**src/design/otgcr_pkg.sv**
```systemverilog
package otgcr_pkg;

  // Frame geometry and decode limits.
  localparam int MaxFrameSamples = 1024;
  localparam int SamplesPerBit   = 3;
  localparam int FrameBits       = 21;
  localparam int MinFrameBits    = 18;
  localparam int StartMargin     = (FrameBits - 2) * SamplesPerBit + 1;
  localparam int WindowLast      = (FrameBits + 2) * SamplesPerBit - 1;
  localparam int BitTotalMax     = 63;

  // Sample counter holds the frame limit itself; stored edge indexes stay below it.
  localparam int SampleCntW = $clog2(MaxFrameSamples + 1);
  localparam int SampleIdxW = $clog2(MaxFrameSamples);

  localparam int PortW   = 16;
  localparam int PinW    = 4;
  localparam int GcrW    = FrameBits;
  localparam int ShiftW  = 32;
  localparam int TotalW  = 6;
  localparam int RunLenW = 5;

  // Configuration port.
  localparam int ApbAddrW = 3;
  localparam int ApbDataW = 32;

  typedef enum logic [0:0] {
    REG_PIN_SELECT = 1'b0
  } reg_idx_e;

  typedef enum logic [1:0] {
    STATUS_OK      = 2'd0,
    STATUS_NONE    = 2'd1,
    STATUS_INVALID = 2'd2
  } status_e;

endpackage

```
**src/design/otgcr_sample_if.sv**
```systemverilog
interface otgcr_sample_if;
  logic                             valid;
  logic                             ready;
  logic [otgcr_pkg::PortW-1:0]      port_word;
  logic                             frame_end;

  modport source (output valid, output port_word, output frame_end, input ready);
  modport sink   (input valid, input port_word, input frame_end, output ready);
endinterface

```
**src/design/otgcr_result_if.sv**
```systemverilog
interface otgcr_result_if;
  logic                             valid;
  logic                             ready;
  logic [otgcr_pkg::GcrW-1:0]       gcr_word;
  logic [1:0]                       status;

  modport source (output valid, output gcr_word, output status, input ready);
  modport sink   (input valid, input gcr_word, input status, output ready);
endinterface

```
**src/design/oversampled_telemetry_gcr_recover_unit.sv**
```systemverilog
// Recovers a 21-bit GCR telemetry frame from a stream of 3x-oversampled port words.
// The sample_i channel carries one port capture per word, with frame_end set on the
// last capture of a frame. The line is the port bit chosen by the pin_select register, which
// the user must write at APB byte address 0 only while the block is idle; it is not enforced.
// The result_o channel delivers one word per frame: the recovered gcr_word and status
// (ok, no telemetry found, or invalid because too many bits were found).
// Throughput is one sample word per cycle while no frame_end word is held by a stalled result.
// A word is accepted into an input register and decoded there against the frame state; a
// frame result is registered into the output register when its frame_end word is decoded.
// When the receiver stalls, the result waits in the output register; samples of the
// next frame keep flowing, and only a second frame_end word reaching the decode stage
// holds the input channel until the pending result is taken.
// Reset clears the frame state, pin_select and both stage valids; no clearing pass.
module oversampled_telemetry_gcr_recover_unit (
  input  logic                              clk_i,
  input  logic                              rst_ni,
  otgcr_sample_if.sink                      sample_i,
  otgcr_result_if.source                    result_o,
  input  logic                              psel,
  input  logic                              penable,
  input  logic                              pwrite,
  input  logic [otgcr_pkg::ApbAddrW-1:0]    paddr,
  input  logic [otgcr_pkg::ApbDataW-1:0]    pwdata,
  output logic [otgcr_pkg::ApbDataW-1:0]    prdata,
  output logic                              pready
);

  localparam int CntW = otgcr_pkg::SampleCntW;
  localparam int IdxW = otgcr_pkg::SampleIdxW;

  // Configuration register.
  logic [otgcr_pkg::PinW-1:0] pin_select_q;
  logic                       reg_hit;

  assign pready  = 1'b1;
  assign reg_hit = (paddr[otgcr_pkg::ApbAddrW-1:2] == otgcr_pkg::REG_PIN_SELECT);

  always_ff @(posedge clk_i or negedge rst_ni) begin
    if (!rst_ni) begin
      pin_select_q <= '0;
    end else if (psel && penable && pwrite && reg_hit) begin
      pin_select_q <= pwdata[otgcr_pkg::PinW-1:0];
    end
  end

  always_comb begin
    prdata = '0;
    if (reg_hit) begin
      prdata = {{(otgcr_pkg::ApbDataW - otgcr_pkg::PinW){1'b0}}, pin_select_q};
    end
  end

  // Input register.
  logic                        in_valid_q;
  logic [otgcr_pkg::PortW-1:0] in_word_q;
  logic                        in_last_q;
  logic                        out_valid_q;
  logic                        out_free;
  logic                        proc;

  assign out_free       = !out_valid_q || result_o.ready;
  assign proc           = in_valid_q && (!in_last_q || out_free);
  assign sample_i.ready = !in_valid_q || proc;

  always_ff @(posedge clk_i or negedge rst_ni) begin
    if (!rst_ni) begin
      in_valid_q <= 1'b0;
    end else if (sample_i.ready) begin
      in_valid_q <= sample_i.valid;
    end
  end

  always_ff @(posedge clk_i) begin
    if (sample_i.valid && sample_i.ready) begin
      in_word_q <= sample_i.port_word;
      in_last_q <= sample_i.frame_end;
    end
  end

  // Frame state.
  logic [CntW-1:0]                sample_idx_q, sample_idx_d;
  logic                           start_found_q, start_found_d;
  logic [IdxW-1:0]                start_idx_q, start_idx_d;
  logic                           want_high_q, want_high_d;
  logic [IdxW-1:0]                last_edge_q, last_edge_d;
  logic [otgcr_pkg::ShiftW-1:0]   shift_q, shift_d;
  logic [otgcr_pkg::TotalW-1:0]   bit_total_q, bit_total_d;

  // Decode signals.
  logic                           level;
  logic                           in_range;
  logic                           in_window;
  logic [CntW-1:0]                run_dist;
  logic [7:0]                     run_num;
  logic [15:0]                    run_prod;
  logic [otgcr_pkg::RunLenW-1:0]  run_len;
  logic [otgcr_pkg::TotalW:0]     total_sum;
  logic                           no_start_room;
  logic [1:0]                     pad_n;
  logic [otgcr_pkg::ShiftW-1:0]   padded;
  otgcr_pkg::status_e             status_d;
  logic [otgcr_pkg::GcrW-1:0]     gcr_d;

  // Run length is (distance + 1) / 3, at least one bit; distance stays below 70
  // inside the edge window, so a multiply by 171 and shift by 9 divides exactly.
  always_comb begin
    level     = in_word_q[pin_select_q];
    in_range  = sample_idx_q < CntW'(otgcr_pkg::MaxFrameSamples);
    in_window = ({1'b0, sample_idx_q}) <=
                ({2'b0, start_idx_q} + (CntW + 1)'(otgcr_pkg::WindowLast));
    run_dist  = sample_idx_q - {1'b0, last_edge_q};
    run_num   = {1'b0, run_dist[6:0]} + 8'd1;
    run_prod  = {8'd0, run_num} * 16'd171;
    run_len   = run_prod[13:9];
    if (run_len == '0) begin
      run_len = otgcr_pkg::RunLenW'(1);
    end
    total_sum = {1'b0, bit_total_q} + {2'b0, run_len};
  end

  // Next frame state for the word in the decode stage.
  always_comb begin
    sample_idx_d  = sample_idx_q;
    start_found_d = start_found_q;
    start_idx_d   = start_idx_q;
    want_high_d   = want_high_q;
    last_edge_d   = last_edge_q;
    shift_d       = shift_q;
    bit_total_d   = bit_total_q;
    if (in_range) begin
      if (!start_found_q) begin
        if (!level) begin
          start_found_d = 1'b1;
          start_idx_d   = sample_idx_q[IdxW-1:0];
          last_edge_d   = sample_idx_q[IdxW-1:0];
          want_high_d   = 1'b1;
        end
      end else if (!in_last_q && in_window && (level == want_high_q)) begin
        shift_d     = (shift_q << run_len) |
                      (otgcr_pkg::ShiftW'(1) << (run_len - otgcr_pkg::RunLenW'(1)));
        bit_total_d = (total_sum > (otgcr_pkg::TotalW + 1)'(otgcr_pkg::BitTotalMax)) ?
                      otgcr_pkg::TotalW'(otgcr_pkg::BitTotalMax) :
                      total_sum[otgcr_pkg::TotalW-1:0];
        last_edge_d = sample_idx_q[IdxW-1:0];
        want_high_d = !want_high_q;
      end
      sample_idx_d = sample_idx_q + CntW'(1);
    end
  end

  // Frame verdict and padding of the final run.
  always_comb begin
    no_start_room = ({2'b0, start_idx_d} + (CntW + 1)'(otgcr_pkg::StartMargin)) >=
                    {1'b0, sample_idx_d};
    pad_n  = 2'(otgcr_pkg::FrameBits) - bit_total_d[1:0];
    padded = shift_d << pad_n;
    if (pad_n != 2'd0) begin
      padded = padded | (otgcr_pkg::ShiftW'(1) << (pad_n - 2'd1));
    end
    gcr_d    = '0;
    status_d = otgcr_pkg::STATUS_OK;
    if (!start_found_d || no_start_room ||
        (bit_total_d < otgcr_pkg::TotalW'(otgcr_pkg::MinFrameBits))) begin
      status_d = otgcr_pkg::STATUS_NONE;
    end else if (bit_total_d > otgcr_pkg::TotalW'(otgcr_pkg::FrameBits)) begin
      status_d = otgcr_pkg::STATUS_INVALID;
    end else begin
      gcr_d = padded[otgcr_pkg::GcrW-1:0];
    end
  end

  // Frame state registers; a frame_end word returns them to reset values.
  always_ff @(posedge clk_i or negedge rst_ni) begin
    if (!rst_ni) begin
      sample_idx_q  <= '0;
      start_found_q <= 1'b0;
      start_idx_q   <= '0;
      want_high_q   <= 1'b1;
      last_edge_q   <= '0;
      shift_q       <= '0;
      bit_total_q   <= '0;
    end else if (proc) begin
      if (in_last_q) begin
        sample_idx_q  <= '0;
        start_found_q <= 1'b0;
        start_idx_q   <= '0;
        want_high_q   <= 1'b1;
        last_edge_q   <= '0;
        shift_q       <= '0;
        bit_total_q   <= '0;
      end else begin
        sample_idx_q  <= sample_idx_d;
        start_found_q <= start_found_d;
        start_idx_q   <= start_idx_d;
        want_high_q   <= want_high_d;
        last_edge_q   <= last_edge_d;
        shift_q       <= shift_d;
        bit_total_q   <= bit_total_d;
      end
    end
  end

  // Output register.
  logic [otgcr_pkg::GcrW-1:0] out_gcr_q;
  otgcr_pkg::status_e         out_status_q;

  always_ff @(posedge clk_i or negedge rst_ni) begin
    if (!rst_ni) begin
      out_valid_q <= 1'b0;
    end else if (out_free) begin
      out_valid_q <= proc && in_last_q;
    end
  end

  always_ff @(posedge clk_i) begin
    if (proc && in_last_q) begin
      out_gcr_q    <= gcr_d;
      out_status_q <= status_d;
    end
  end

  assign result_o.valid    = out_valid_q;
  assign result_o.gcr_word = out_gcr_q;
  assign result_o.status   = out_status_q;

  // A failed frame never carries a recovered word.
  assert property (@(posedge clk_i) disable iff (!rst_ni)
    (out_valid_q && (out_status_q != otgcr_pkg::STATUS_OK)) |-> (out_gcr_q == '0))
    else $error("nonzero gcr word with failing status");

  // Closing a frame returns the frame state to its start.
  assert property (@(posedge clk_i) disable iff (!rst_ni)
    (proc && in_last_q) |=> ((sample_idx_q == '0) && !start_found_q && (bit_total_q == '0)))
    else $error("frame state not cleared after frame end");

  // No bits collect before the start sample is found.
  assert property (@(posedge clk_i) disable iff (!rst_ni)
    !start_found_q |-> ((bit_total_q == '0) && (shift_q == '0)))
    else $error("bits collected before frame start");

  // A stalled result is not overwritten or dropped.
  assert property (@(posedge clk_i) disable iff (!rst_ni)
    (out_valid_q && !result_o.ready) |=> (out_valid_q && $stable(out_gcr_q)))
    else $error("pending result lost during stall");

endmodule
```
**src/flat_wrapper.sv**
```systemverilog
// flat-port wrapper written by rule: the top's interface ports become plain ports
module oversampled_telemetry_gcr_recover_unit_flat 
  (clk_i, rst_ni, psel, penable, pwrite, paddr, pwdata, prdata, pready, sample_i_valid, sample_i_port_word, sample_i_frame_end, sample_i_ready, result_o_valid, result_o_gcr_word, result_o_status, result_o_ready);
  otgcr_sample_if sample_i_i ();
  otgcr_result_if result_o_i ();
  input  logic clk_i;
  input  logic rst_ni;
  input  logic psel;
  input  logic penable;
  input  logic pwrite;
  input  logic [otgcr_pkg::ApbAddrW-1:0] paddr;
  input  logic [otgcr_pkg::ApbDataW-1:0] pwdata;
  output logic [otgcr_pkg::ApbDataW-1:0] prdata;
  output logic pready;
  input wire logic [$bits(sample_i_i.valid)-1:0] sample_i_valid;
  input wire logic [$bits(sample_i_i.port_word)-1:0] sample_i_port_word;
  input wire logic [$bits(sample_i_i.frame_end)-1:0] sample_i_frame_end;
  output wire logic [$bits(sample_i_i.ready)-1:0] sample_i_ready;
  output wire logic [$bits(result_o_i.valid)-1:0] result_o_valid;
  output wire logic [$bits(result_o_i.gcr_word)-1:0] result_o_gcr_word;
  output wire logic [$bits(result_o_i.status)-1:0] result_o_status;
  input wire logic [$bits(result_o_i.ready)-1:0] result_o_ready;
  assign sample_i_i.valid = sample_i_valid;
  assign sample_i_i.port_word = sample_i_port_word;
  assign sample_i_i.frame_end = sample_i_frame_end;
  assign sample_i_ready = sample_i_i.ready;
  assign result_o_valid = result_o_i.valid;
  assign result_o_gcr_word = result_o_i.gcr_word;
  assign result_o_status = result_o_i.status;
  assign result_o_i.ready = result_o_ready;
  oversampled_telemetry_gcr_recover_unit u_core (.clk_i(clk_i), .rst_ni(rst_ni), .sample_i(sample_i_i), .result_o(result_o_i), .psel(psel), .penable(penable), .pwrite(pwrite), .paddr(paddr), .pwdata(pwdata), .prdata(prdata), .pready(pready));
endmodule
```
**config.mk**
```make
export PLATFORM = sky130hd
export DESIGN_NAME = oversampled_telemetry_gcr_recover_unit_flat
export DESIGN_NICKNAME = d
export VERILOG_FILES = /design/src/design/otgcr_pkg.sv /design/src/design/otgcr_sample_if.sv /design/src/design/otgcr_result_if.sv /design/src/design/oversampled_telemetry_gcr_recover_unit.sv /design/src/flat_wrapper.sv
export SDC_FILE = /design/constraint.sdc
export NUM_CORES = 1
export LEC_CHECK = 0
export BUFFER_PORTS_ARGS = -buffer_cell sky130_fd_sc_hd__buf_2
export CORE_UTILIZATION = 35
export DETAILED_ROUTE_END_ITERATION = 16
export GPL_TIMING_DRIVEN = 0
export PLACE_DENSITY = 0.57
export SYNTH_ARGS = -nofsm -noshare
export SYNTH_HDL_FRONTEND = slang
export SYNTH_SLANG_ARGS = --single-unit
```
**constraint.sdc**
```tcl
create_clock -name clk_i -period 24.3 [get_ports clk_i]
set_clock_uncertainty 0.2 [all_clocks]
set_input_delay 4.86 -clock clk_i [delete_from_list [all_inputs] [get_ports clk_i]]
set_output_delay 4.86 -clock clk_i [all_outputs]
set_load 0.05 [all_outputs]
```
### Yosys cells after proc, flatten, opt, wreduce, memory -nomap -nowiden

Index checks and enable logic that the tools add are counted.

* bits in registers: 114
* latch bits: 0
* RAM bits: 0
* ROM bits: 0
* output and inout bits: 58
* logic and storage cells: 99
* memories: 0

* $add $sub $neg: 9
* $mul: 1
* div/mod/pow operators: 0
* order comparisons: 7
* equal/unequal tests: 3
* shift operators: 4
* mux-type cells: 35
* bitwise logic cells: 3
* reduce and logical (&&, ||, !) cells: 23

Operators by type and width (count)
* $mux 32: 4
* $mux 10: 4
* $mux 7: 5
* $or 32x32->32: 1
* $shl 1x5->32 const A: 1
* $shl 32x2->21: 1
* $shl 32x5->32: 1
* $mux 6: 5
* $mux 11: 2
* $mux 21: 1
* $or 21x21->21: 1
* $shl 1x2->21 const A: 1
* $mul 8x8->14 const B: 1
* $ge 12x11->1: 1
* $add 10x6->11 const B: 1
* $add 10x7->11 const B: 1
* $add 11x1->11 const B: 1
* $le 11x11->1: 1
* $lt 11x11->1 const B: 1
* $mux 1: 10
* $add 7x1->8 const B: 1
* $logic_and 1x1->1: 8
* $add 6x5->7: 1
* $gt 7x6->1 const B: 1
* other kinds (21): 30

### Logic depth before layout (Yosys ltp)

Gate-level depths: netlist of the first run.

* word-level depth: 16
* depth in mapped cells: 39

### Least setup slack after synthesis of the first run

No wires, ideal clock.

* kind: input port to output port
* from: in paddr[2] in the netlist's numbering
* to: out prdata[0] in the netlist's numbering
* arrival: 5549 ps
* required time: 19240 ps
* slack: 13691 ps
* stages on the path: 1
* path buffers: 0
* path through: nor2b_1

* longest elaborated chain between the ends: 1

RTL lines
* from (decl): RTL line flat_wrapper.sv:11 `input logic [otgcr_pkg::ApbAddrW-1:0] paddr;`
* $mux 4: RTL line oversampled_telemetry_gcr_recover_unit.sv:48 `if (reg_hit) begin`
* to (decl): RTL line flat_wrapper.sv:13 `output logic [otgcr_pkg::ApbDataW-1:0] prdata;`

Every way passes these cells.

### Final worst setup path of the first run

* from: reg u_core.sample_idx_q[0]
* to: reg u_core.out_gcr_q, in the netlist u_core.result_o.gcr_word[7], data pin

* longest elaborated chain between the ends: 16
* elaborated cells between the ends (all ways): 43

RTL lines
* from (decl): RTL line oversampled_telemetry_gcr_recover_unit.sv:81 `logic [CntW-1:0] sample_idx_q, sample_idx_d;`
* from (signal assigned): RTL line oversampled_telemetry_gcr_recover_unit.sv:192 `sample_idx_q <= sample_idx_d;`
* $sub 7x7->7: RTL line oversampled_telemetry_gcr_recover_unit.sv:111 `run_dist = sample_idx_q - {1'b0, last_edge_q};`
* $add 7x1->8: RTL line oversampled_telemetry_gcr_recover_unit.sv:112 `run_num = {1'b0, run_dist[6:0]} + 8'd1;`
* $mul 8x8->14: RTL line oversampled_telemetry_gcr_recover_unit.sv:113 `run_prod = {8'd0, run_num} * 16'd171;`
* $logic_not 5->1: RTL line oversampled_telemetry_gcr_recover_unit.sv:115 `if (run_len == '0) begin`
* $mux 5: RTL line oversampled_telemetry_gcr_recover_unit.sv:115
* $add 6x5->7: RTL line oversampled_telemetry_gcr_recover_unit.sv:118 `total_sum = {1'b0, bit_total_q} + {2'b0, run_len};`
* $gt 7x6->1: RTL line oversampled_telemetry_gcr_recover_unit.sv:141 `bit_total_d = (total_sum > (otgcr_pkg::TotalW + 1)'(otgcr_pkg::BitTotalMax)) ?`
* $mux 6: RTL line oversampled_telemetry_gcr_recover_unit.sv:141
* $mux 6: RTL line oversampled_telemetry_gcr_recover_unit.sv:138 `end else if (!in_last_q && in_window && (level == want_high_q)) begin`
* $mux 6: RTL line oversampled_telemetry_gcr_recover_unit.sv:131 `if (!start_found_q) begin`
* $mux 6: RTL line oversampled_telemetry_gcr_recover_unit.sv:130 `if (in_range) begin`
* $sub 1x2->2: RTL line oversampled_telemetry_gcr_recover_unit.sv:155 `pad_n = 2'(otgcr_pkg::FrameBits) - bit_total_d[1:0];`
* $sub 2x1->2: RTL line oversampled_telemetry_gcr_recover_unit.sv:158 `padded = padded | (otgcr_pkg::ShiftW'(1) << (pad_n - 2'd1));`
* $shl 1x2->21: RTL line oversampled_telemetry_gcr_recover_unit.sv:158
* $or 21x21->21: RTL line oversampled_telemetry_gcr_recover_unit.sv:158
* $mux 21: RTL line oversampled_telemetry_gcr_recover_unit.sv:157 `if (pad_n != 2'd0) begin`
* to (signal assigned): RTL line oversampled_telemetry_gcr_recover_unit.sv:217 `out_gcr_q <= gcr_d;`
* to (decl): RTL line oversampled_telemetry_gcr_recover_unit.sv:204 `logic [otgcr_pkg::GcrW-1:0] out_gcr_q;`

Several ways; a longest one is shown, not always the timed one.
A chain may end at the register's enable or synchronous reset.

==> results of run 1 <==
cell families after synthesis:
family                     count (synthesis)  synth area share, %
muxes                                     77                 9.40
buffers and inverters                    145                 7.16
other                                      2               0.0807
adders and majority gates                 86                 12.6
AOI/OAI and AO/OA                        285                 21.2
DFF                                      103                 29.9
xor gates and xnor gates                  45                 4.76
and+or+nand+nor                          287                 14.9
how the worst max path moves through the flow:
| stage | from | end | slack, ns |
|---|---|---|---|
| 2_1_floorplan | paddr[2] | prdata[0] | 13.69 |
| 3_3_place_gp | u_core.sample_idx_q[0] | u_core.result_o.gcr_word[7] | 13.15 |
| 3_5_place_dp | u_core.sample_idx_q[0] | u_core.result_o.gcr_word[7] | 13.16 |
| 4_1_cts | u_core.sample_idx_q[0] | u_core.result_o.gcr_word[7] | 13.15 |
| 5_1_grt | u_core.sample_idx_q[0] | u_core.result_o.gcr_word[7] | 12.31 |
| 6_report | u_core.sample_idx_q[0] | u_core.result_o.gcr_word[7] | 12.99 |
layout by cell type (no fill, tap or decap), types with 13 or more instances in the layout:
| master | count |
|---|---|
| dfrtp_1 | 62 |
| xnor2_1 | 24 |
| a22o_1 | 30 |
| nor2_1 | 71 |
| a211oi_1 | 15 |
| buf_4 | 32 |
| mux2_2 | 15 |
| nand3_1 | 18 |
| nor2b_1 | 16 |
| clkbuf_1 | 44 |
| mux2i_1 | 53 |
| inv_1 | 55 |
| nand2_1 | 93 |
| fa_1 | 13 |
| xor2_1 | 17 |
| conb_1 | 29 |
| buf_2 | 61 |
| o21ai_0 | 68 |
| edfxtp_1 | 40 |
| nor3_1 | 18 |
| ha_1 | 73 |
| a21oi_1 | 54 |
area by class of cell:
| cell class | instances | area, sq um | share of cell area [%] |
|---|---|---|---|
| tap | 335 | 419 | 4.01 |
| buffer | 85 | 442 | 4.23 |
| clock inverter | 7 | 101 | 0.970 |
| multi-input combinational | 809 | 5960 | 57.1 |
| inverter | 60 | 225 | 2.16 |
| timing repair buffer | 57 | 288 | 2.76 |
| antenna | 1 | 2.50 | 0.0240 |
| sequential | 103 | 2780 | 26.6 |
| clock buffer | 9 | 225 | 2.16 |
routing by layer:
layer / up-vias / global-route usage [%] / share of wire, %
li1: 3919 / - / -
met1: 4061 / 30.6 / 45
met2: 395 / 34.1 / 45
met3: 67 / 3.67 / 7.2
met4: 0 / 8.01 / 2.8
met5: - / 0 / 0
worst max-delay path, delay by kind of cell (launching register included):
kind / cells / cell delay [ns]
and+or+nand+nor: 8 / 2.15
adders and majority gates: 8 / 2.96
muxes: 2 / 0.80
AOI/OAI and AO/OA: 9 / 2.52
xor gates and xnor gates: 1 / 0.34
DFF: 1 / 0.48
buffers and inverters: 7 / 1.58
registers in the layout (all words and copies together) (netlist names):
name                      count
u_core.bit_total_q            6
u_core.result_o.valid         1
u_core.start_idx_q           10
u_core.in_last_q              1
u_core.shift_q               21
u_core.result_o.status        2
u_core.in_word_q             16
u_core.result_o.gcr_word     21
u_core.want_high_q            1
u_core.last_edge_q            7
u_core.pin_select_q           4
u_core.start_found_q          1
u_core.in_valid_q             1
u_core.sample_idx_q          11
stage by stage:
| stage | worst slack [ns] | std cells |
|---|---|---|
| 2_1_floorplan | 13.69 | 1057 |
| 3_3_place_gp | 13.15 | 1449 |
| 3_5_place_dp | 13.16 | 1449 |
| 4_1_cts | 13.15 | 1465 |
| 5_1_grt | 12.31 | 1465 |
| 6_report | 12.99 | 1466 |
==> key figures, run 1 <==
Outcome
  • Status: completed

Placed design
  • Detailed Place HPWL: 21.8 mm
  • Placer Congestion: 0.979
  • Post-DP Area: 10100 sq um
  • Port Buf Inserts: 57

Synth
  • Seq/Total Area, Yosys: 29.9%
  • Top cell type's share of synthesized area: 16.7%
  • Synth area leader: dfrtp_1
  • Synth Register Bits: 103
  • Main synth FF type: dfrtp_1
  • Post-synthesis async set-or-reset flop share: 61.2%
  • Most frequent cells after synthesis: 93 x nand2_1, 73 x ha_1, 71 x nor2_1, 68 x o21ai_0, 62 x dfrtp_1
  • Most numerous cell in the Yosys netlist: nand2_1
  • Warning count from the yosys run: 0
  • Mapped Cells: 1030
  • Synthesized area per cell: 9.04 sq um
  • Post-synth EDFFs: 40
  • Synth unique cells: 85
  • Most area-consuming cells after synthesis: dfrtp_1 17%, edfxtp_1 13%, ha_1 9.8%
  • Cell Area, Synth: 9310 sq um

Detailed routing
  • DRC violations left: 0
  • DRT Pass-1 Iters: 6
  • Iter 0 DRT Violations: 850
  • Final wirelength: 29.1 mm
  • Avg WL per Cell: 19.9 um
  • DRT antenna net count: 0
  • Vias per std cell: 5.76
  • Routed vias: 8442

STA
  • RSZ-0062 raised after global routing: no
  • Final Hold Vio Count: 0
  • Max-slew violations: 0
  • Max_slew headroom: 12.6%
  • Minimum clock period: 11.31 ns
  • Final setup vio count: 0
  • Worst hold slack: 0.309 ns
  • Fin crit share: 46.6%
  • Slew @ Worst Pin: 1.30 ns
  • Setup Total Neg Slack: 0 ns
  • Fmax: 88.4 MHz

Clocking
  • Worst-Skew Late Latency: 0.36 ns
  • # H-tree levels: 3
  • CTS max path bufs: 2
  • # resized after CTS: 0
  • CTS root buffer: clkbuf_16
  • CTS tree: yes
  • Worst-path clk slew: 0.08 ns
  • Total setup buffers inserted after CTS: 0
  • Post-CTS Hold Fix Bufs: 0
  • Clk sinks: 103
  • Num CTS Buffers: 9

Setup path
  • Crit. End Element: register
  • WS Path Type: reg -> reg
  • Critical Path AT: 11.20 ns
  • Crit-path max FO: 10
  • Reg2reg end: u_core.result_o.gcr_word[7]
  • Worst reg2reg startpoint: u_core.sample_idx_q[0]
  • Max incr delay on CP: 0.63 ns
  • Required @ worst endpoint: 24.18 ns
  • R2R depth: 35
  • CP max stage cell: nor3_1
  • R2r setup slk: 12.99 ns
  • Worst Setup Start Kind: register

Global route
  • Initial antenna violation count: 0
  • Number of global-route vias before repair: 8060
  • GRT Residual Overflow: 0
  • Overall routing resource usage: 22.0%
  • Global-route wire length before repair: 45.7 mm
  • Largest net degree at the start of global routing: 64

Die
  • Core area: 26100 sq um
  • Row count: 59
  • Die Span Y: 165 um
  • Die area: 27200 sq um
  • I/O pins: 117
  • DIE WIDTH: 165 um
  • Starting density of the core: 35.7%

Min path
  • Hold Crit Start: u_core.want_high_q
  • HP Class: reg -> reg
  • Hold path cells: 2
  • Hold EP: u_core.want_high_q

Final layout
  • Cell area after layout: 10400 sq um
  • FILL cells: 2599
  • End-of-flow core utilization: 40.1%
  • Final nets: 1270
  • Share of cells above drive strength 1: 13.6%
  • P&R area growth vs syn: 12.2%

Flow run
  • Max-Cap Viols: 0
Power of run 1 is not shown: default switching activity piles up to over one toggle a cycle in this logic, so the estimate is an artifact.
==> inputs of run 2 (changes only) <==
ABC_AREA = 1   (was unset)
PLACE_DENSITY = 0.59   (was 0.57)
clock period = 9.2 ns   (was 24.3 ns; I/O delays follow)
==> run 2 against run 1 <==
Die area decreased by 3.4%. Cell count increased by 14%. Worst setup slack got worse by 12 ns. Sequential share of layout area increased by 0.82 points. Non-clock buffer count decreased by 16. Routed wire length decreased by 15%. Synthesized cell count increased by 20%. Critical path depth increased by 5. Worst hold slack improved by 0.0012 ns.
==> key figures, run 2 <==
Outcome
  • Status: completed

Setup path
  • Max incr delay on CP: 0.53 ns (-0.10 ns)
  • Worst reg2reg startpoint: u_core.sample_idx_q[0]
  • Reg2reg end: u_core.result_o.gcr_word[2]
  • Most common cell on crit path: nand2_1
  • Worst Setup Start Kind: register
  • R2R depth: 40 (+14%)
  • WS Path Type: reg -> reg
  • CP max stage cell: fa_1
  • R2r setup slk: 0.66 ns (-12.32 ns)
  • Critical Path AT: 8.44 ns (-2.76 ns)
  • Crit-path max FO: 10 (unchanged)
  • Crit. End Element: register
  • Required @ worst endpoint: 9.10 ns (-15.08 ns)

Final layout
  • FILL cells: 2636 (+1.4%)
  • Seq. cell area: 2780 sq um (unchanged)
  • Final nets: 1475 (+16%)
  • Footprint of the multi-input gates: 5280 sq um (-11%)
  • Leading cell type in the layout, fill and taps excluded: nand2_1
  • P&R area growth vs syn: 12.7%
  • Commonest cells after routing, fill and taps aside: 314 x nand2_1, 181 x nand3_1, 152 x inv_1
  • Share of cells above drive strength 1: 13.2% (-0.44 points)
  • End-of-flow core utilization: 40.2% (+0.15 points)
  • N_diodes: 0 (-1)

Detailed routing
  • Avg WL per Cell: 14.8 um (-25%)
  • Final wirelength: 24.6 mm (-15%)
  • DRC violations left: 0 (unchanged)
  • Vias per std cell: 5.01 (-13%)
  • Iter 0 DRT Violations: 706 (-17%)
  • Routed vias: 8349 (-1.1%)
  • DRT Pass-1 Iters: 6 (unchanged)
  • DRT antenna net count: 0 (unchanged)

Die
  • I/O pins: 117 (unchanged)
  • Starting density of the core: 35.7% (about the same)
  • Die area: 26300 sq um (-3.4%)
  • Die Span Y: 162 um (-1.7%)
  • Row count: 58 (-1.7%)
  • DIE WIDTH: 162 um (-1.7%)
  • Core area: 25200 sq um (-3.4%)

Synth
  • Top cell type's share of synthesized area: 17.3% (+0.60 points)
  • Synth unique cells: 52 (-39%)
  • Most frequent cells after synthesis: 314 x nand2_1, 181 x nand3_1, 152 x inv_1, 73 x ha_1, 62 x dfrtp_1
  • Seq/Total Area, Yosys: 30.9% (+1.1 points)
  • Most numerous cell in the Yosys netlist: nand2_1
  • Most area-consuming cells after synthesis: dfrtp_1 17%, edfxtp_1 13%, nand2_1 13%
  • Cell Area, Synth: 8990 sq um (-3.5%)
  • Post-synthesis async set-or-reset flop share: 61.2% (unchanged)
  • Main synth FF type: dfrtp_1
  • Synth area leader: dfrtp_1
  • Post-synth EDFFs: 40 (unchanged)
  • Synthesized area per cell: 7.29 sq um (-19%)
  • Mapped Cells: 1232 (+20%)
  • Warning count from the yosys run: 0 (unchanged)
  • Synth Register Bits: 103 (unchanged)

Clocking
  • Num CTS Buffers: 9 (unchanged)
  • Clk sinks: 103 (unchanged)
  • Worst-Skew Late Latency: 0.35 ns (about the same)
  • CTS root buffer: clkbuf_16
  • # H-tree levels: 3 (unchanged)
  • CTS max path bufs: 2 (unchanged)
  • CTS tree: yes
  • Worst-path clk slew: 0.08 ns (about the same)

Placed design
  • Port Buf Inserts: 57 (unchanged)
  • Detailed Place HPWL: 19.6 mm (-10%)
  • Placer Congestion: 0.940 (-4.1%)

STA
  • RSZ-0062 raised after global routing: no
  • Fin crit share: 92.8% (+46 points)
  • Setup Total Neg Slack: 0 ns (unchanged)
  • Max-slew violations: 0 (unchanged)
  • Max_slew headroom: 38.5% (+26 points)
  • Final Hold Vio Count: 0 (unchanged)
  • Fmax: 117 MHz (+33%)
  • Slew @ Worst Pin: 0.922 ns (-0.378 ns)
  • Final setup vio count: 0 (unchanged)
  • Minimum clock period: 8.54 ns (-2.78 ns)

Global route
  • Global-route wire length before repair: 40.9 mm (-11%)
  • Number of global-route vias before repair: 7953 (-1.3%)
  • Overall routing resource usage: 19.4% (-2.6 points)
  • Initial antenna violation count: 0 (unchanged)
  • GRT Residual Overflow: 0 (unchanged)
  • Largest net degree at the start of global routing: 64 (unchanged)

Min path
  • HP Class: reg -> reg
  • Hold path cells: 2 (unchanged)
  • Hold Crit Start: u_core.last_edge_q[0]
  • Hold EP: u_core.last_edge_q[0]

Flow run
  • Max-Cap Viols: 0 (unchanged)
-- run 2: worst max path at each step --
stage,from,to
finish,u_core.sample_idx_q[0],u_core.result_o.gcr_word[2]
global route,u_core.sample_idx_q[0],u_core.result_o.gcr_word[5]
CTS,u_core.sample_idx_q[0],u_core.result_o.gcr_word[13]
detailed placement,u_core.sample_idx_q[0],u_core.result_o.gcr_word[13]
global placement,u_core.sample_idx_q[0],u_core.result_o.gcr_word[13]
floorplan,u_core.sample_idx_q[0],u_core.result_o.gcr_word[2]
-- run 2: per-layer routing --
layer	wire [um]	vias to the layer above	track usage, %	part of all wire (%)
met2	11000	251	31.2	45
met4	340	0	4.72	1.4
met5	0	-	0	0
li1	-	4229	-	-
met1	11600	3844	27.2	47
met3	1640	25	3.14	6.7
-- run 2: final cells by class --
type | instances | area share [%]
plain buffers | 66 | 4.10
flip-flops and latches | 103 | 27.4
inverters | 166 | 6.20
clock buffers | 9 | 2.22
repair buffers | 60 | 3.06
multi-input cells | 924 | 52.1
clock inverters | 7 | 0.803
well taps | 330 | 4.08
-- run 2: critical path, delay by kind of cell (launching register included) --
family / cells / cell delay, ns
adder cells (fa/ha/maj): 8 / 3.28
AND/OR/NAND/NOR: 17 / 1.86
buffers and inverters: 9 / 1.77
AO/OA/AOI/OAI: 5 / 0.61
XOR/XNOR: 1 / 0.16
flip-flops: 1 / 0.41
-- run 2: cells by family (layout without fill, tap and decap cells) --
group | count (synthesis) | after routing | share of synthesized area [%]
mux | 1 | 1 | 0.111
flops | 103 | 103 | 30.9
simple gates | 617 | 617 | 30.9
fa+ha+maj | 86 | 86 | 13.1
xor+xnor | 30 | 30 | 3.13
compound gates | 161 | 161 | 10.2
other cells | 2 | 29 | 0.0836
buf+inv | 232 | 308 | 11.6
-- run 2: stage by stage --
step	instances	setup WS (ns)	hold WS (ns)	instance area [sq um]
4_1_cts	1662	0.468	0.309	10100
5_1_grt	1665	0.0258	0.345	10100
3_3_place_gp	1646	0.526	0.289	9790
3_5_place_dp	1646	0.505	0.291	9790
2_1_floorplan	1259	1.63	0.257	9090
6_report	1665	0.662	0.310	10100
-- run 2: repair_timing --
action | 4_1_cts | 5_1_grt
buffers inserted | 0 | 3
hold buffers | 0 | 0
resized for setup | 0 | 3
setup endpoints to repair | 0 | 21
Power of run 2 is left out for the same reason.
==> inputs of run 3 (changes only) <==
GPL_TIMING_DRIVEN = 1   (was 0)
==> run 3 against run 2 <==
Non-clock buffer count shrank 57. Worst setup slack improved by 0.075 ns. Cell area decreased by 3.7%. Utilization is 1.5 points lower. Critical path type unchanged.
==> key figures, run 3 (synthesis results as in run 2) <==
STA
  • Max_slew headroom: 34.3% (-4.2 points)
  • RSZ-0062 raised after global routing: no
  • Setup Total Neg Slack: 0 ns (unchanged)
  • Final Hold Vio Count: 0 (unchanged)
  • Worst hold slack: 0.310 ns (-0.0000190 ns)
  • Fmax: 118 MHz (+0.88%)
  • Max-slew violations: 0 (unchanged)
  • Fin crit share: 92.0% (-0.81 points)
  • Final setup margin: 0.737 ns (+0.0746 ns)
  • Minimum clock period: 8.46 ns (-0.0746 ns)
  • Final setup vio count: 0 (unchanged)
  • Slew @ Worst Pin: 0.985 ns (+0.0627 ns)

Final layout
  • Commonest cells after routing, fill and taps aside: 314 x nand2_1, 181 x nand3_1, 152 x inv_1
  • N_diodes: 0 (unchanged)
  • Footprint of the multi-input gates: 5270 sq um (-0.26%)
  • Leading cell type in the layout, fill and taps excluded: nand2_1
  • P&R area growth vs syn: 8.62%
  • Final nets: 1418 (-3.9%)
  • FILL cells: 2626 (-0.38%)
  • Share of cells above drive strength 1: 10.6% (-2.5 points)
  • Seq. cell area: 2780 sq um (unchanged)

Die
  • Starting density of the core: 35.7% (unchanged)
  • Die area: 26300 sq um (unchanged)
  • Core area: 25200 sq um (unchanged)
  • DIE WIDTH: 162 um (unchanged)
  • Die Span Y: 162 um (unchanged)
  • Row count: 58 (unchanged)
  • I/O pins: 117 (unchanged)

Placed design
  • Setup WS pre-CTS: 0.759 ns (+0.255 ns)
  • Port Buf Inserts: 57 (unchanged)
  • Placer Congestion: 0.906 (-3.6%)
  • Detailed Place HPWL: 17.2 mm (-12%)

Min path
  • Hold path cells: 2 (unchanged)
  • Hold Crit Start: u_core.last_edge_q[0]
  • HP Class: reg -> reg

Setup path
  • Critical Path AT: 8.49 ns (+0.05 ns)
  • Worst reg2reg startpoint: u_core.sample_idx_q[0]
  • CP max stage cell: fa_1
  • Most common cell on crit path: nand2_1
  • Crit. End Element: register
  • Worst Setup Start Kind: register
  • Max incr delay on CP: 0.53 ns (about the same)
  • R2R depth: 39 (-2.5%)
  • Worst setup path start: u_core.sample_idx_q[0]
  • Required @ worst endpoint: 9.23 ns (+0.13 ns)
  • WS Path Type: reg -> reg
  • Crit-path max FO: 19 (+9)

Clocking
  • # resized after CTS: 0 (unchanged)
  • CTS max path bufs: 2 (unchanged)
  • # H-tree levels: 3 (unchanged)
  • Worst-path clk slew: 0.09 ns (about the same)
  • CTS root buffer: clkbuf_16
  • Worst-Skew Late Latency: 0.36 ns (about the same)
  • Clk sinks: 103 (unchanged)
  • Num CTS Buffers: 9 (unchanged)
  • Post-CTS Hold Fix Bufs: 0 (unchanged)
  • CTS tree: yes
  • Total setup buffers inserted after CTS: 0 (unchanged)

Detailed routing
  • Final wirelength: 22.8 mm (-7.5%)
  • DRT antenna net count: 0 (unchanged)
  • Routed vias: 8109 (-2.9%)
  • Avg WL per Cell: 14.2 um (-4.2%)
  • Iter 0 DRT Violations: 593 (-16%)
  • Vias per std cell: 5.04 (+0.57%)
  • DRC violations left: 0 (unchanged)
  • DRT Pass-1 Iters: 5 (-1)

Outcome
  • Status: completed

Global route
  • Global-route wire length before repair: 38.9 mm (-4.9%)
  • Initial antenna violation count: 0 (unchanged)
  • Number of global-route vias before repair: 7687 (-3.3%)
  • Largest net degree at the start of global routing: 64 (unchanged)
  • Overall routing resource usage: 18.3% (-1.2 points)
  • GRT Residual Overflow: 0 (unchanged)

Flow run
  • Max-Cap Viols: 0 (unchanged)
-- run 3: cell types whose count changed in the layout (fill, tap and decap cells not counted), moves of 2 or more --
| cell | previous run | this run |
|---|---|---|
| buf_2 | 67 | 57 |
| inv_6 | 4 | 2 |
| buf_4 | 35 | 12 |
| clkbuf_1 | 16 | 0 |
| buf_1 | 3 | 0 |
| buf_6 | 5 | 0 |
-- run 3: cell type report --
cell class                      instances  area share [%]
Clock inverter                          7           0.769
Inverter                              166            6.44
Clock buffer                            9            2.31
Tap cell                              330            4.23
Timing Repair Buffer                   69            3.85
Multi-Input combinational cell        924            53.9
Sequential cell                       103            28.5
-- run 3: worst paths after layout --
kind	slack, ns	endpoint
max	0.74	u_core.result_o.gcr_word[16]
min	0.31	u_core.last_edge_q[0]
max reg2reg	0.74	u_core.result_o.gcr_word[16]
min reg2reg	0.31	u_core.last_edge_q[0]
max in group asynchronous	6.75	u_core.bit_total_q[5]
min in group asynchronous	1.47	u_core.pin_select_q[3]
-- run 3: critical path, delay by kind of cell, from the launching register on --
family / cells / cell delay, ns
simple gates: 17 / 2.47
buf+inv: 5 / 0.54
compound gates: 6 / 1.04
fa+ha+maj: 9 / 3.22
xor+xnor: 2 / 0.42
flops: 1 / 0.39
-- run 3: through the flow --
stage	cells	util, %	cell area (sq um)
after floorplan	1259	-	9090
after CTS	1608	38.8	9760
after global routing	1608	38.8	9760
final	1608	38.8	9760
after detailed placement	1592	37.6	9460
after global placement	1592	37.6	9460
-- run 3: metal layers --
metal / global-route usage [%] / up-vias / wire length (um)
li1: - / 4112 / -
met1: 25.6 / 3734 / 10900
met2: 29.2 / 246 / 10100
met3: 2.78 / 17 / 1510
met4: 4.50 / 0 / 313
met5: 0 / - / 0
Power of run 3 is left out for the same reason.
